[src/hdl/swam_pkg.sv]
`timescale 1ns / 1ps
// ----------------------------------------------------------------------------
// swam_pkg: shared types and constants of the sensor window average monitor
// Sizes of the sensor table and the sample window, the reciprocal used for
// the window average, status codes, controller states and the command and
// status bundles between controller and datapath.
// ----------------------------------------------------------------------------
package swam_pkg;

  localparam int MAX_SENSORS = 32;
  localparam int WINDOW      = 5;

  localparam int ID_W      = 16;
  localparam int ROOM_W    = 16;
  localparam int SAMPLE_W  = 16;
  localparam int STATUS_W  = 3;
  localparam int CFG_W     = 16;
  localparam int CFG_IDX_W = 1;

  localparam int IDX_W      = (MAX_SENSORS > 1) ? $clog2(MAX_SENSORS) : 1;
  localparam int CNT_W      = $clog2(MAX_SENSORS + 1);
  localparam int POS_W      = (WINDOW > 1) ? $clog2(WINDOW) : 1;
  localparam int FILL_W     = $clog2(WINDOW + 1);
  localparam int RING_DEPTH = MAX_SENSORS * WINDOW;
  localparam int RING_AW    = (RING_DEPTH > 1) ? $clog2(RING_DEPTH) : 1;

  // The running sum holds WINDOW samples; MAG_W covers its largest magnitude.
  localparam int MAG_W = $clog2(WINDOW * (2 ** (SAMPLE_W - 1)) + 1);
  localparam int SUM_W = MAG_W + 1;

  // floor(m / WINDOW) == (m * DIV_MULT) >> DIV_SHIFT for every m below 2**MAG_W.
  localparam int DIV_SHIFT  = MAG_W + $clog2(WINDOW);
  localparam int DIV_MULT_W = MAG_W + 1;
  localparam logic [DIV_MULT_W-1:0] DIV_MULT =
    DIV_MULT_W'((2 ** DIV_SHIFT + WINDOW - 1) / WINDOW);
  localparam int PROD_W = MAG_W + DIV_MULT_W;

  localparam logic signed [CFG_W-1:0] MAX_TEMP_RESET = 16'sd7680;
  localparam logic signed [CFG_W-1:0] MIN_TEMP_RESET = 16'sd3840;

  typedef enum logic [CFG_IDX_W-1:0] {
    CFG_MAX_TEMP = 1'b0,
    CFG_MIN_TEMP = 1'b1
  } cfg_reg_t;

  typedef enum logic [STATUS_W-1:0] {
    ST_REGISTERED = 3'd0,
    ST_DUPLICATE  = 3'd1,
    ST_FULL       = 3'd2,
    ST_UNKNOWN    = 3'd3,
    ST_FILLING    = 3'd4,
    ST_NORMAL     = 3'd5,
    ST_HOT        = 3'd6,
    ST_COLD       = 3'd7
  } status_t;

  // Which kind of result the datapath builds when the controller emits one.
  typedef enum logic [2:0] {
    RES_REGISTERED,
    RES_DUPLICATE,
    RES_FULL,
    RES_UNKNOWN,
    RES_FILLING,
    RES_JUDGE
  } res_t;

  typedef enum logic [3:0] {
    S_IDLE,
    S_SCAN,
    S_ADD,
    S_FETCH,
    S_DUP,
    S_RING,
    S_UPDATE,
    S_ABS,
    S_MUL,
    S_JUDGE
  } state_t;

  typedef struct packed {
    logic [POS_W-1:0]        pos;
    logic [FILL_W-1:0]       fill;
    logic signed [SUM_W-1:0] wsum;
  } ent_t;

  typedef struct packed {
    logic load;
    logic scan;
    logic add;
    logic fetch;
    logic ring_rd;
    logic update;
    logic absval;
    logic mul;
    logic emit;
    res_t res;
  } cmd_t;

  typedef struct packed {
    logic scan_done;
    logic hit;
    logic free;
    logic op_sample;
    logic filling;
  } sts_t;

endpackage

[src/hdl/swam_ctrl.sv]
`timescale 1ns / 1ps
// ----------------------------------------------------------------------------
// swam_ctrl: sequencing controller
// Steps one item through search, then registration, or entry fetch, ring update
// and averaging, and tells the datapath when to emit a result and of which kind.
// ----------------------------------------------------------------------------
module swam_ctrl (
  input  logic           clk,
  input  logic           rst_n,
  input  logic           start,
  output logic           busy,
  input  swam_pkg::sts_t sts,
  output swam_pkg::cmd_t cmd
);

  swam_pkg::state_t state_r;
  swam_pkg::state_t state_nxt;

  always_ff @(posedge clk) begin
    if (!rst_n) begin
      state_r <= swam_pkg::S_IDLE;
    end else begin
      state_r <= state_nxt;
    end
  end

  always_comb begin
    state_nxt = state_r;
    case (state_r)
      swam_pkg::S_IDLE: begin
        if (start) begin
          state_nxt = swam_pkg::S_SCAN;
        end
      end
      swam_pkg::S_SCAN: begin
        if (sts.scan_done) begin
          if (sts.hit) begin
            state_nxt = swam_pkg::S_FETCH;
          end else if (!sts.op_sample && sts.free) begin
            state_nxt = swam_pkg::S_ADD;
          end else begin
            state_nxt = swam_pkg::S_IDLE;
          end
        end
      end
      swam_pkg::S_ADD:    state_nxt = swam_pkg::S_IDLE;
      swam_pkg::S_FETCH: begin
        state_nxt = sts.op_sample ? swam_pkg::S_RING : swam_pkg::S_DUP;
      end
      swam_pkg::S_DUP:    state_nxt = swam_pkg::S_IDLE;
      swam_pkg::S_RING:   state_nxt = swam_pkg::S_UPDATE;
      swam_pkg::S_UPDATE: begin
        state_nxt = sts.filling ? swam_pkg::S_IDLE : swam_pkg::S_ABS;
      end
      swam_pkg::S_ABS:    state_nxt = swam_pkg::S_MUL;
      swam_pkg::S_MUL:    state_nxt = swam_pkg::S_JUDGE;
      swam_pkg::S_JUDGE:  state_nxt = swam_pkg::S_IDLE;
      default:            state_nxt = swam_pkg::S_IDLE;
    endcase
  end

  always_comb begin
    cmd  = '0;
    cmd.res = swam_pkg::RES_FULL;
    busy = (state_r != swam_pkg::S_IDLE);
    case (state_r)
      swam_pkg::S_IDLE: begin
        cmd.load = start;
      end
      swam_pkg::S_SCAN: begin
        cmd.scan = 1'b1;
        // A miss ends the item here unless a register item found a free slot.
        if (sts.scan_done && !sts.hit) begin
          if (sts.op_sample) begin
            cmd.emit = 1'b1;
            cmd.res  = swam_pkg::RES_UNKNOWN;
          end else if (!sts.free) begin
            cmd.emit = 1'b1;
            cmd.res  = swam_pkg::RES_FULL;
          end
        end
      end
      swam_pkg::S_ADD: begin
        cmd.add  = 1'b1;
        cmd.emit = 1'b1;
        cmd.res  = swam_pkg::RES_REGISTERED;
      end
      swam_pkg::S_FETCH: begin
        cmd.fetch = 1'b1;
      end
      swam_pkg::S_DUP: begin
        cmd.emit = 1'b1;
        cmd.res  = swam_pkg::RES_DUPLICATE;
      end
      swam_pkg::S_RING: begin
        cmd.ring_rd = 1'b1;
      end
      swam_pkg::S_UPDATE: begin
        cmd.update = 1'b1;
        if (sts.filling) begin
          cmd.emit = 1'b1;
          cmd.res  = swam_pkg::RES_FILLING;
        end
      end
      swam_pkg::S_ABS: begin
        cmd.absval = 1'b1;
      end
      swam_pkg::S_MUL: begin
        cmd.mul = 1'b1;
      end
      swam_pkg::S_JUDGE: begin
        cmd.emit = 1'b1;
        cmd.res  = swam_pkg::RES_JUDGE;
      end
      default: begin
        cmd = '0;
      end
    endcase
  end

endmodule

[config.mk]
export PLATFORM = sky130hd
export DESIGN_NAME = swam_ctrl
export DESIGN_NICKNAME = d
export VERILOG_FILES = /design/src/hdl/swam_pkg.sv /design/src/hdl/swam_ctrl.sv
export SDC_FILE = /design/constraint.sdc
export NUM_CORES = 1
export LEC_CHECK = 0
export BUFFER_PORTS_ARGS = -buffer_cell sky130_fd_sc_hd__buf_2
export CAP_MARGIN = 40
export CORE_AREA = 2 2 39 41
export DETAILED_ROUTE_END_ITERATION = 8
export DIE_AREA = 0 0 41 43
export PLACE_DENSITY = 0.68
export SYNTH_ARGS = -nofsm -noshare
export SYNTH_HDL_FRONTEND = slang
export SYNTH_SLANG_ARGS = --single-unit
[constraint.sdc]
create_clock -name clk -period 3.3 [get_ports clk]
set_input_delay 0.33 -clock clk [delete_from_list [all_inputs] [get_ports clk]]
set_output_delay 0.33 -clock clk [all_outputs]
set_load 0.1 [all_outputs]
Word-level counts from Yosys, hierarchy flattened
Cells that the tools add are included.
{"block": "totals", "regBits": 4, "in_bits": 8, "word_cells": 40}
{"block": "op_classes", "muxes": 20, "eq_ne": 11, "n_reduce_logical": 8}
{"op": "case mux 4 bit (7 select lines)", "n": 1}
{"op": "2-to-1 mux 4 bit", "n": 6}
{"op": "case mux 4 bit (6 select lines)", "n": 1}
{"op": "== test 4 x 3 -> 1 bit, second input constant", "n": 4}
{"op": "2-to-1 mux 1 bit", "n": 9}
{"op": "== test 4 x 2 -> 1 bit, second input constant", "n": 2}
{"op": "== test 4 bit, second input constant", "n": 2}
{"op": "OR reduction 5 bit", "n": 1}
{"op": "== test 4 x 1 -> 1 bit, second input constant", "n": 1}
{"op": "zero test 4 bit", "n": 1}
{"op": "2-to-1 mux 2 bit", "n": 2}
{"op": "inequality test 2 bit, second input constant", "n": 2}
{"op": "nonzero test 4 bit", "n": 1}
{"op": "2-to-1 mux 3 bit", "n": 1}
{"op": "logical AND 1 bit", "n": 2}
{"op": "zero test 1 bit", "n": 2}
{"op": "AND reduction 2 bit", "n": 1}

Longest topological paths before layout
Gate-level depths: netlist of run 1.
{"block": "logic_depth", "ltp_word": 6, "ltp_mapped": 5}

Worst setup path after synthesis of run 1
Ideal clock, no wire load.
{"block": "synth_path", "kind": "reg-to-output", "startpoint": "register state_r[1]", "endpoint": "output cmd[2] (netlist name)", "setup_slack_ns": -0.168, "arrival_time_ns": 3.138, "stages_incl_launch_ff": 5, "path_buffers": 0, "path_cell_list": "dfxtp_1 or2b_1 nor2_1 nand2_1 o21ai_0"}
{"item": "start: declaration", "line": "swam_ctrl.sv:16", "rtl": "swam_pkg::state_t state_r;"}
{"item": "start signal: assignment", "line": "swam_ctrl.sv:21", "rtl": "state_r <= swam_pkg::S_IDLE;"}
{"item": "start signal: assignment", "line": "swam_ctrl.sv:23", "rtl": "state_r <= state_nxt;"}
{"item": "end: declaration", "line": "swam_ctrl.sv:13", "rtl": "output swam_pkg::cmd_t cmd"}

==> impl_summary.md, run 1 <==
Outcome
The run finished with clean final reports.

Layout
In the layout the commonest cells are 20 x sky130_fd_sc_hd__buf_2, 11 x sky130_fd_sc_hd__nor2_1, 5 x sky130_fd_sc_hd__nand2b_1, 5 x sky130_fd_sc_hd__nand2_1. The post-route netlist has 31.8% of its cells at a drive strength greater than 1. The layout overhead on the synthesized area is 24.6%. The largest registers in the layout are state_r (4).

The most frequent standard cell in the layout excluding fill and tap cells is sky130_fd_sc_hd__buf_2. The share of the core filled with cells is 40.2%. The final layout contains 95 nets. The register with the most flip-flops in the layout has 4 of them. The number of antenna diodes is 0. Counting flops per register, the top entry is state_r.

Global route
The wire length of the first global-routing pass is 1.52 mm. The via count of the first global-routing pass is 402. The number of antenna violations at the first check in global routing was 0. The leftover overflow at the end of global routing is 0. The maximum number of pins on one net before global-route repair is 17.

Across every metal layer, demand over resource in global routing totals 12.4%.

Detailed routing
The iteration-0 DRC count of the detailed router is 5. The count of nets left with antenna violations once routing finished came out at 0. The routed via count divided by cell count is 5.03. The routed design has 1.04 mm of wire. The detailed router placed 508 vias in this run. Dividing the detail-routed wire length by the instance count gives 10.3 um. The first-pass iteration count of the detailed router is 4. The DRC violation count after routing is 0.

Logic synthesis
A synthesized cell averages 6.77 um^2. Counting every instance in the synthesized netlist gives 66. The number of nets produced by synthesis is 74. During synthesis, Yosys emitted a total of 0 warnings. In this run, synthesis produced a sequential element count of 4. After synthesis, the netlist uses 29 different library cells. The share of the Yosys chip area taken by registers is 17.9%. Summing every instance area after synthesis gives 447 um^2.

Clock network
The TritonCTS clock tree is yes. The clock tree buffer depth is 2. The clock input transition at the sequential cells of the worst setup and hold paths is 0.03 ns. In this run, post-CTS repair resized a total of 0 instances. The number of sinks on the clock net is 4. The cell at the root of the clock tree is sky130_fd_sc_hd__clkbuf_4. CTS built an H-tree with a depth of 1. The insertion delay to the later sink of the worst-skew pair is 0.23 ns. Clock tree synthesis inserted a total of 3 buffers. Post-CTS timing repair inserted 0 buffers for setup. After clock tree synthesis, the flow added hold-fix buffers numbering 0.

Worst setup path
The critical path's slowest cell is sky130_fd_sc_hd__dfxtp_1. STA classifies the critical path startpoint as a flop. The number of buffers and inverters on the critical path is 1.

The data arrival time at the worst-slack endpoint is 1.98 ns. Walking the worst path, the cells encountered are nor2_1 -> or4_1 -> o31ai_1 -> buf_2. The category of the critical setup timing path is flop to primary output.

The worst setup path is captured at a primary output. The gate family responsible for the most delay along the worst path is flip-flops. For this run, the slowest stage of the critical path takes 0.64 ns.

The data required time at the worst endpoint is 2.97 ns. The most critical setup path has its startpoint at state_r[1]$_SDFFE_PN0P_. The startpoint identified for the worst register-to-register timing path is state_r[1]$_SDFFE_PN0P_. The maximum fanout along the worst path is 16.

Floorplan
In this run the horizontal extent of the chip is 41 um. Row generation in the floorplan step produced 14 rows. The area of the core is 1380 um^2. The floorplan step defined a die boundary enclosing 1760 um^2.

The number of top-level pins is 21. The initial utilization of the core area, before any placement, comes to 32.3%. The floorplan step set the die height to 43 um.

STA
The final setup skew is 0.00121 ns. Adding up every negative setup slack in the final design gives 0 ns. Setup repair after global routing left no endpoint under its margin. The worst path needs 2.31 ns of the cycle, external delays included.

The total of endpoints with negative setup slack in the final report is 0. Measured against its own limit, the worst slew margin works out to 63.4%. The number of slew-limit violations in the final report is 0.

The total count of hold-check failures in the final report was 0. The final critical path takes up 69.9% of the cycle. The actual slew at the worst max-slew pin is 0.548 ns. The fmax is 434 MHz.

Placed design
Input and output buffers added on the ports amount to 20. Once detailed placement completed, the half-perimeter wirelength came to 793 um. At the end of routability-driven placement, the weighted congestion stood at 0.783.

Min path
The startpoint identified for the worst hold timing path is rst_n. The class of the most critical hold timing path is input pin to flop.

Job
The number of violations of the max-capacitance limit is 0.

Pwr
The static leakage is 0.257 nW. The maximum VDD drop is 0.000318 V. The power density of the placed cells is 484 nW/um^2.
## cells by family (layout without fill, tap and decap cells)
group | Yosys count | after routing | synth area share [%]
AND/OR/NAND/NOR | 38 | 38 | 48.2
AO/OA/AOI/OAI | 17 | 17 | 23.5
flip-flops | 4 | 4 | 17.9
buffers and inverters | 7 | 26 | 10.4
## routing by layer
layer  part of all wire (%)  global-route usage (%)  up-vias
met2                     47                    18.8       16
met3                    5.7                    1.57        0
met1                     47                    15.7      222
met5                      0                       0        -
met4                      0                    8.00        0
li1                       -                       -      270
## path summary, 6_finish.rpt
path	end	slack (ns)	cells after the start
max	cmd[3]	0.99	4
min	state_r[3]$_SDFFE_PN0P_	0.32	2
max reg2reg	state_r[0]$_SDFFE_PN0P_	1.85	3
min reg2reg	state_r[3]$_SDFFE_PN0P_	0.80	3
## final cells by class
cell class | instances | area, um^2
inverter | 3 | 11.3
tap | 16 | 20.0
multi-input combinational | 55 | 323
clock buffer | 3 | 22.5
timing repair buffer | 20 | 100
fill | 145 | 827
sequential | 4 | 80.1
## Yosys cell counts
cell | n | share of area, %
sky130_fd_sc_hd__o32ai_1 | 1 | 2.0
sky130_fd_sc_hd__buf_6 | 2 | 5.0
sky130_fd_sc_hd__a211oi_1 | 2 | 3.4
sky130_fd_sc_hd__and2b_1 | 1 | 1.7
sky130_fd_sc_hd__o21ai_0 | 4 | 4.5
sky130_fd_sc_hd__inv_1 | 3 | 2.5
sky130_fd_sc_hd__nand2b_2 | 1 | 2.0
sky130_fd_sc_hd__a21oi_1 | 3 | 3.4
sky130_fd_sc_hd__a31oi_1 | 1 | 1.4
sky130_fd_sc_hd__nor2b_1 | 3 | 4.2
sky130_fd_sc_hd__nand2_1 | 5 | 4.2
sky130_fd_sc_hd__o22ai_1 | 1 | 1.4
sky130_fd_sc_hd__nand3_1 | 1 | 1.1
sky130_fd_sc_hd__buf_2 | 1 | 1.1
sky130_fd_sc_hd__nor3_1 | 4 | 4.5
sky130_fd_sc_hd__or2b_1 | 1 | 1.7
sky130_fd_sc_hd__nor4_4 | 1 | 4.8
sky130_fd_sc_hd__o21ai_1 | 2 | 2.2
sky130_fd_sc_hd__or4_1 | 1 | 1.7
sky130_fd_sc_hd__nand2b_1 | 5 | 7.0
sky130_fd_sc_hd__o21a_1 | 1 | 1.7
sky130_fd_sc_hd__buf_4 | 1 | 1.7
sky130_fd_sc_hd__and3_1 | 1 | 1.4
sky130_fd_sc_hd__nor3b_1 | 1 | 1.7
sky130_fd_sc_hd__nor2_1 | 12 | 10
sky130_fd_sc_hd__nor3_2 | 1 | 2.2
sky130_fd_sc_hd__o31ai_1 | 1 | 1.7
sky130_fd_sc_hd__o22a_1 | 1 | 2.0
sky130_fd_sc_hd__dfxtp_1 | 4 | 18
## stage by stage
step	cell area [um^2]	setup slack [ns]	instances	power [mW]	hold slack (ns)
2_1_floorplan	449	0.0702	66	0.192	0.448
6_report	557	0.995	101	0.269	0.324
3_3_place_gp	534	1.33	98	0.212	0.560
5_1_grt	557	0.891	101	0.283	0.332
3_5_place_dp	534	1.24	98	0.213	0.559
4_1_cts	557	0.992	101	0.274	0.319
## power breakdown
part / leakage [nW] / switching, mW / total [mW] / internal [mW]
combinational: 0.210 / 0.119 / 0.149 / 0.0307
clock: 0.0138 / 0.0167 / 0.0571 / 0.0404
sequential: 0.0326 / 0.0111 / 0.0629 / 0.0518
No activity file was read; power rests on OpenSTA's default activity.
==> run 2: changes to the inputs <==
- clock period: 3.3 -> 2.3 ns (I/O delays scaled with it)
==> impl_summary.md, run 2 (synthesis results as in run 1) <==
Clock network
TritonCTS built the clock tree. Once the clock tree was built, the setup fixing pass inserted 0 buffers. Clock tree synthesis found a total of 4 sinks. Buffers inserted to repair hold after CTS numbered 0. The clock passes through at most 2 buffers. The cell at the root of the clock tree is sky130_fd_sc_hd__clkbuf_4. In this run the number of H-tree levels came out at 1.

The clock input transition at the sequential cells of the worst setup and hold paths is 0.03 ns. The insertion delay to the later sink of the worst-skew pair is 0.23 ns. Counting the buffers created by CTS gives 3. Once the clock tree was built, the resizer swapped 0 gates to a different size.

Detailed routing
Summing over every cut layer, the via total after detailed routing is 507. The wire length per cell is 10.3 um. The count of nets left with antenna violations once routing finished came out at 0. In the final routing, the length of wire on met1 measures 496 um. Before antenna repair, the detailed router went through 4 iterations. The uppermost signal routing layer after detailed routing is met3. In the routed design, unresolved DRC markers number 0. After detailed routing, the met3 layer carries 54 um of wire. After detailed routing, the met2 layer carries 498 um of wire.

Dividing the detail-routed via count by the number of cells gives 4.97. The iteration-0 DRC count of the detailed router is 8. The overall routed net length is 1.05 mm.

STA
The number of slew-limit violations in the final report is 0. The total of endpoints with negative setup slack in the final report is 0. The fmax is 484 MHz. Counting I/O delays and the setup requirement, the final critical path takes 2.07 ns. The final worst-path cycle share is 89.8%.

Setup total negative slack on the finished layout was measured at 0 ns. The total count of hold-check failures in the final report came to 0. Setup repair after global routing left no endpoint under its margin. On the final layout, the worst clock skew is 0.000250 ns. The actual slew at the worst max-slew pin is 0.586 ns. The worst relative slew slack is 60.9%.

Worst setup path
The worst setup slack for register-to-register paths is 0.80 ns. The data required time at the worst endpoint is 2.07 ns. The nature of the critical path startpoint is a flop. In this run the worst path has a maximum fanout of 16. Data on the critical path arrives at its endpoint at 1.84 ns. The largest incremental delay on the critical path is 0.61 ns. The category of the critical setup timing path is flop to primary output. The worst setup path is captured at a primary output.

The signal on the critical path passes through or4_1 -> o31ai_2 -> buf_2. The critical path's slowest cell is sky130_fd_sc_hd__or4_1.

Min path
The worst hold path belongs to the class input pin to flop.

Placed design
The half-perimeter wire length after detailed placement is 831 um. In this run the tool buffered the top-level ports with 20 buffer cells. The global placement routability congestion is 0.753.

Global route
The total global-route track usage is 13.0%. The number of antenna violations at the first check in global routing is 0. The first global-routing pass estimated 1.60 mm of wire. The maximum number of pins on one net before global-route repair is 17.

The via count of the first global-routing pass is 392. Global routing finished with a remaining overflow of 0.

Layout
The share of the core filled with cells is 42.9%. Ranked by flip-flop count, first place goes to state_r. In the final layout, the registers with the most flip-flops are state_r (4). Summing all multi-input logic gate instances after layout gives 353 um^2. In the layout the commonest cells are 20 x sky130_fd_sc_hd__buf_2, 10 x sky130_fd_sc_hd__nor2_1, 5 x sky130_fd_sc_hd__nand2b_1, 5 x sky130_fd_sc_hd__nand2_1. From synthesis to final layout, the design area changed by 33.1%. The number of inserted filler cells in the final layout is 158. After the last flow step, the layout net total stands at 96. The most frequent standard cell in the layout excluding fill and tap cells is sky130_fd_sc_hd__buf_2. Summing all flip-flop and latch instances after layout gives 80.1 um^2.

The fraction of final layout cells with drive strength greater than 1 is 39.5%. The number of antenna diodes is 0. The register with the most flip-flops in the layout has 4 of them.

Floorplan
The die is 43 um tall. The area of the core is 1380 um^2. In this run the core area contains 14 standard-cell rows. The initial core utilization is 32.3%. The die outline width is 41 um.

The die covers 1760 um^2. During I/O placement, the number of pins put on the boundary was 21.

Job
The tool flagged a number of max-cap violations equal to 0.

Pwr
The share of total power dissipated in sequential elements is 22.8%. The total power consumption of the routed design is 395 uW. The clock network power share is 20.8%. Across the VDD grid, the largest voltage drop is 0.000309 V. Combinational cells account for 56.4% of the total power.

Summed over all nets, the switching power comes to 215 uW. For this design the ratio of total power to cell area is 664 nW/um^2. For this design the static power due to leakage is 0.278 nW.

The switching power as a share of total power is 54.3%. The internal portion of total power is 180 uW.

Outcome
The run finished with clean final reports.
## run 2: layout make-up
class | instances | area share (%)
Clock buffer | 3 | 3.79
Inverter | 3 | 1.89
Multi-Input combinational cell | 55 | 59.4
Sequential cell | 4 | 13.5
Tap cell | 16 | 3.37
Timing Repair Buffer | 21 | 18.1
## run 2: routing by layer
metal	up-vias	GRT usage, %
li1	270	-
met1	220	17.3
met2	17	19.1
met3	0	3.14
met4	0	6.00
met5	-	0
## run 2: worst paths after layout
kind / from / end / depth (start not counted)
worst max register to register: state_r[3]$_SDFFE_PN0P_ / state_r[0]$_SDFFE_PN0P_ / 4
worst min-delay path: rst_n / state_r[3]$_SDFFE_PN0P_ / 2
worst min register to register: state_r[2]$_SDFFE_PN0P_ / state_r[1]$_SDFFE_PN0P_ / 3
worst max-delay path: state_r[3]$_SDFFE_PN0P_ / cmd[3] / 3
## run 2: power by group through the flow
stage          clock (mW)  combinational [mW]  sequential [mW]
6_report           0.0820               0.223           0.0901
5_1_grt            0.0909               0.236           0.0918
4_1_cts            0.0857               0.224           0.0899
3_5_place_dp            0               0.224           0.0911
3_3_place_gp            0               0.223           0.0904
2_1_floorplan           0               0.203           0.0796
## run 2: per-stage QoR
stage	hold slack, ns	setup WS, ns	std cells	area, um^2
final	0.244	0.234	102	594
after global routing	0.250	0.163	102	594
after CTS	0.237	0.225	102	594
after detailed placement	0.468	0.462	99	572
after global placement	0.477	0.483	99	572
after floorplan	0.348	-0.628	66	479
## run 2: worst max-delay path, delay by kind of cell, from the launching register on
family / cells / cell delay (ns)
AND/OR/NAND/NOR: 1 / 0.61
flip-flops: 1 / 0.48
AO/OA/AOI/OAI: 1 / 0.07
buffers and inverters: 1 / 0.45
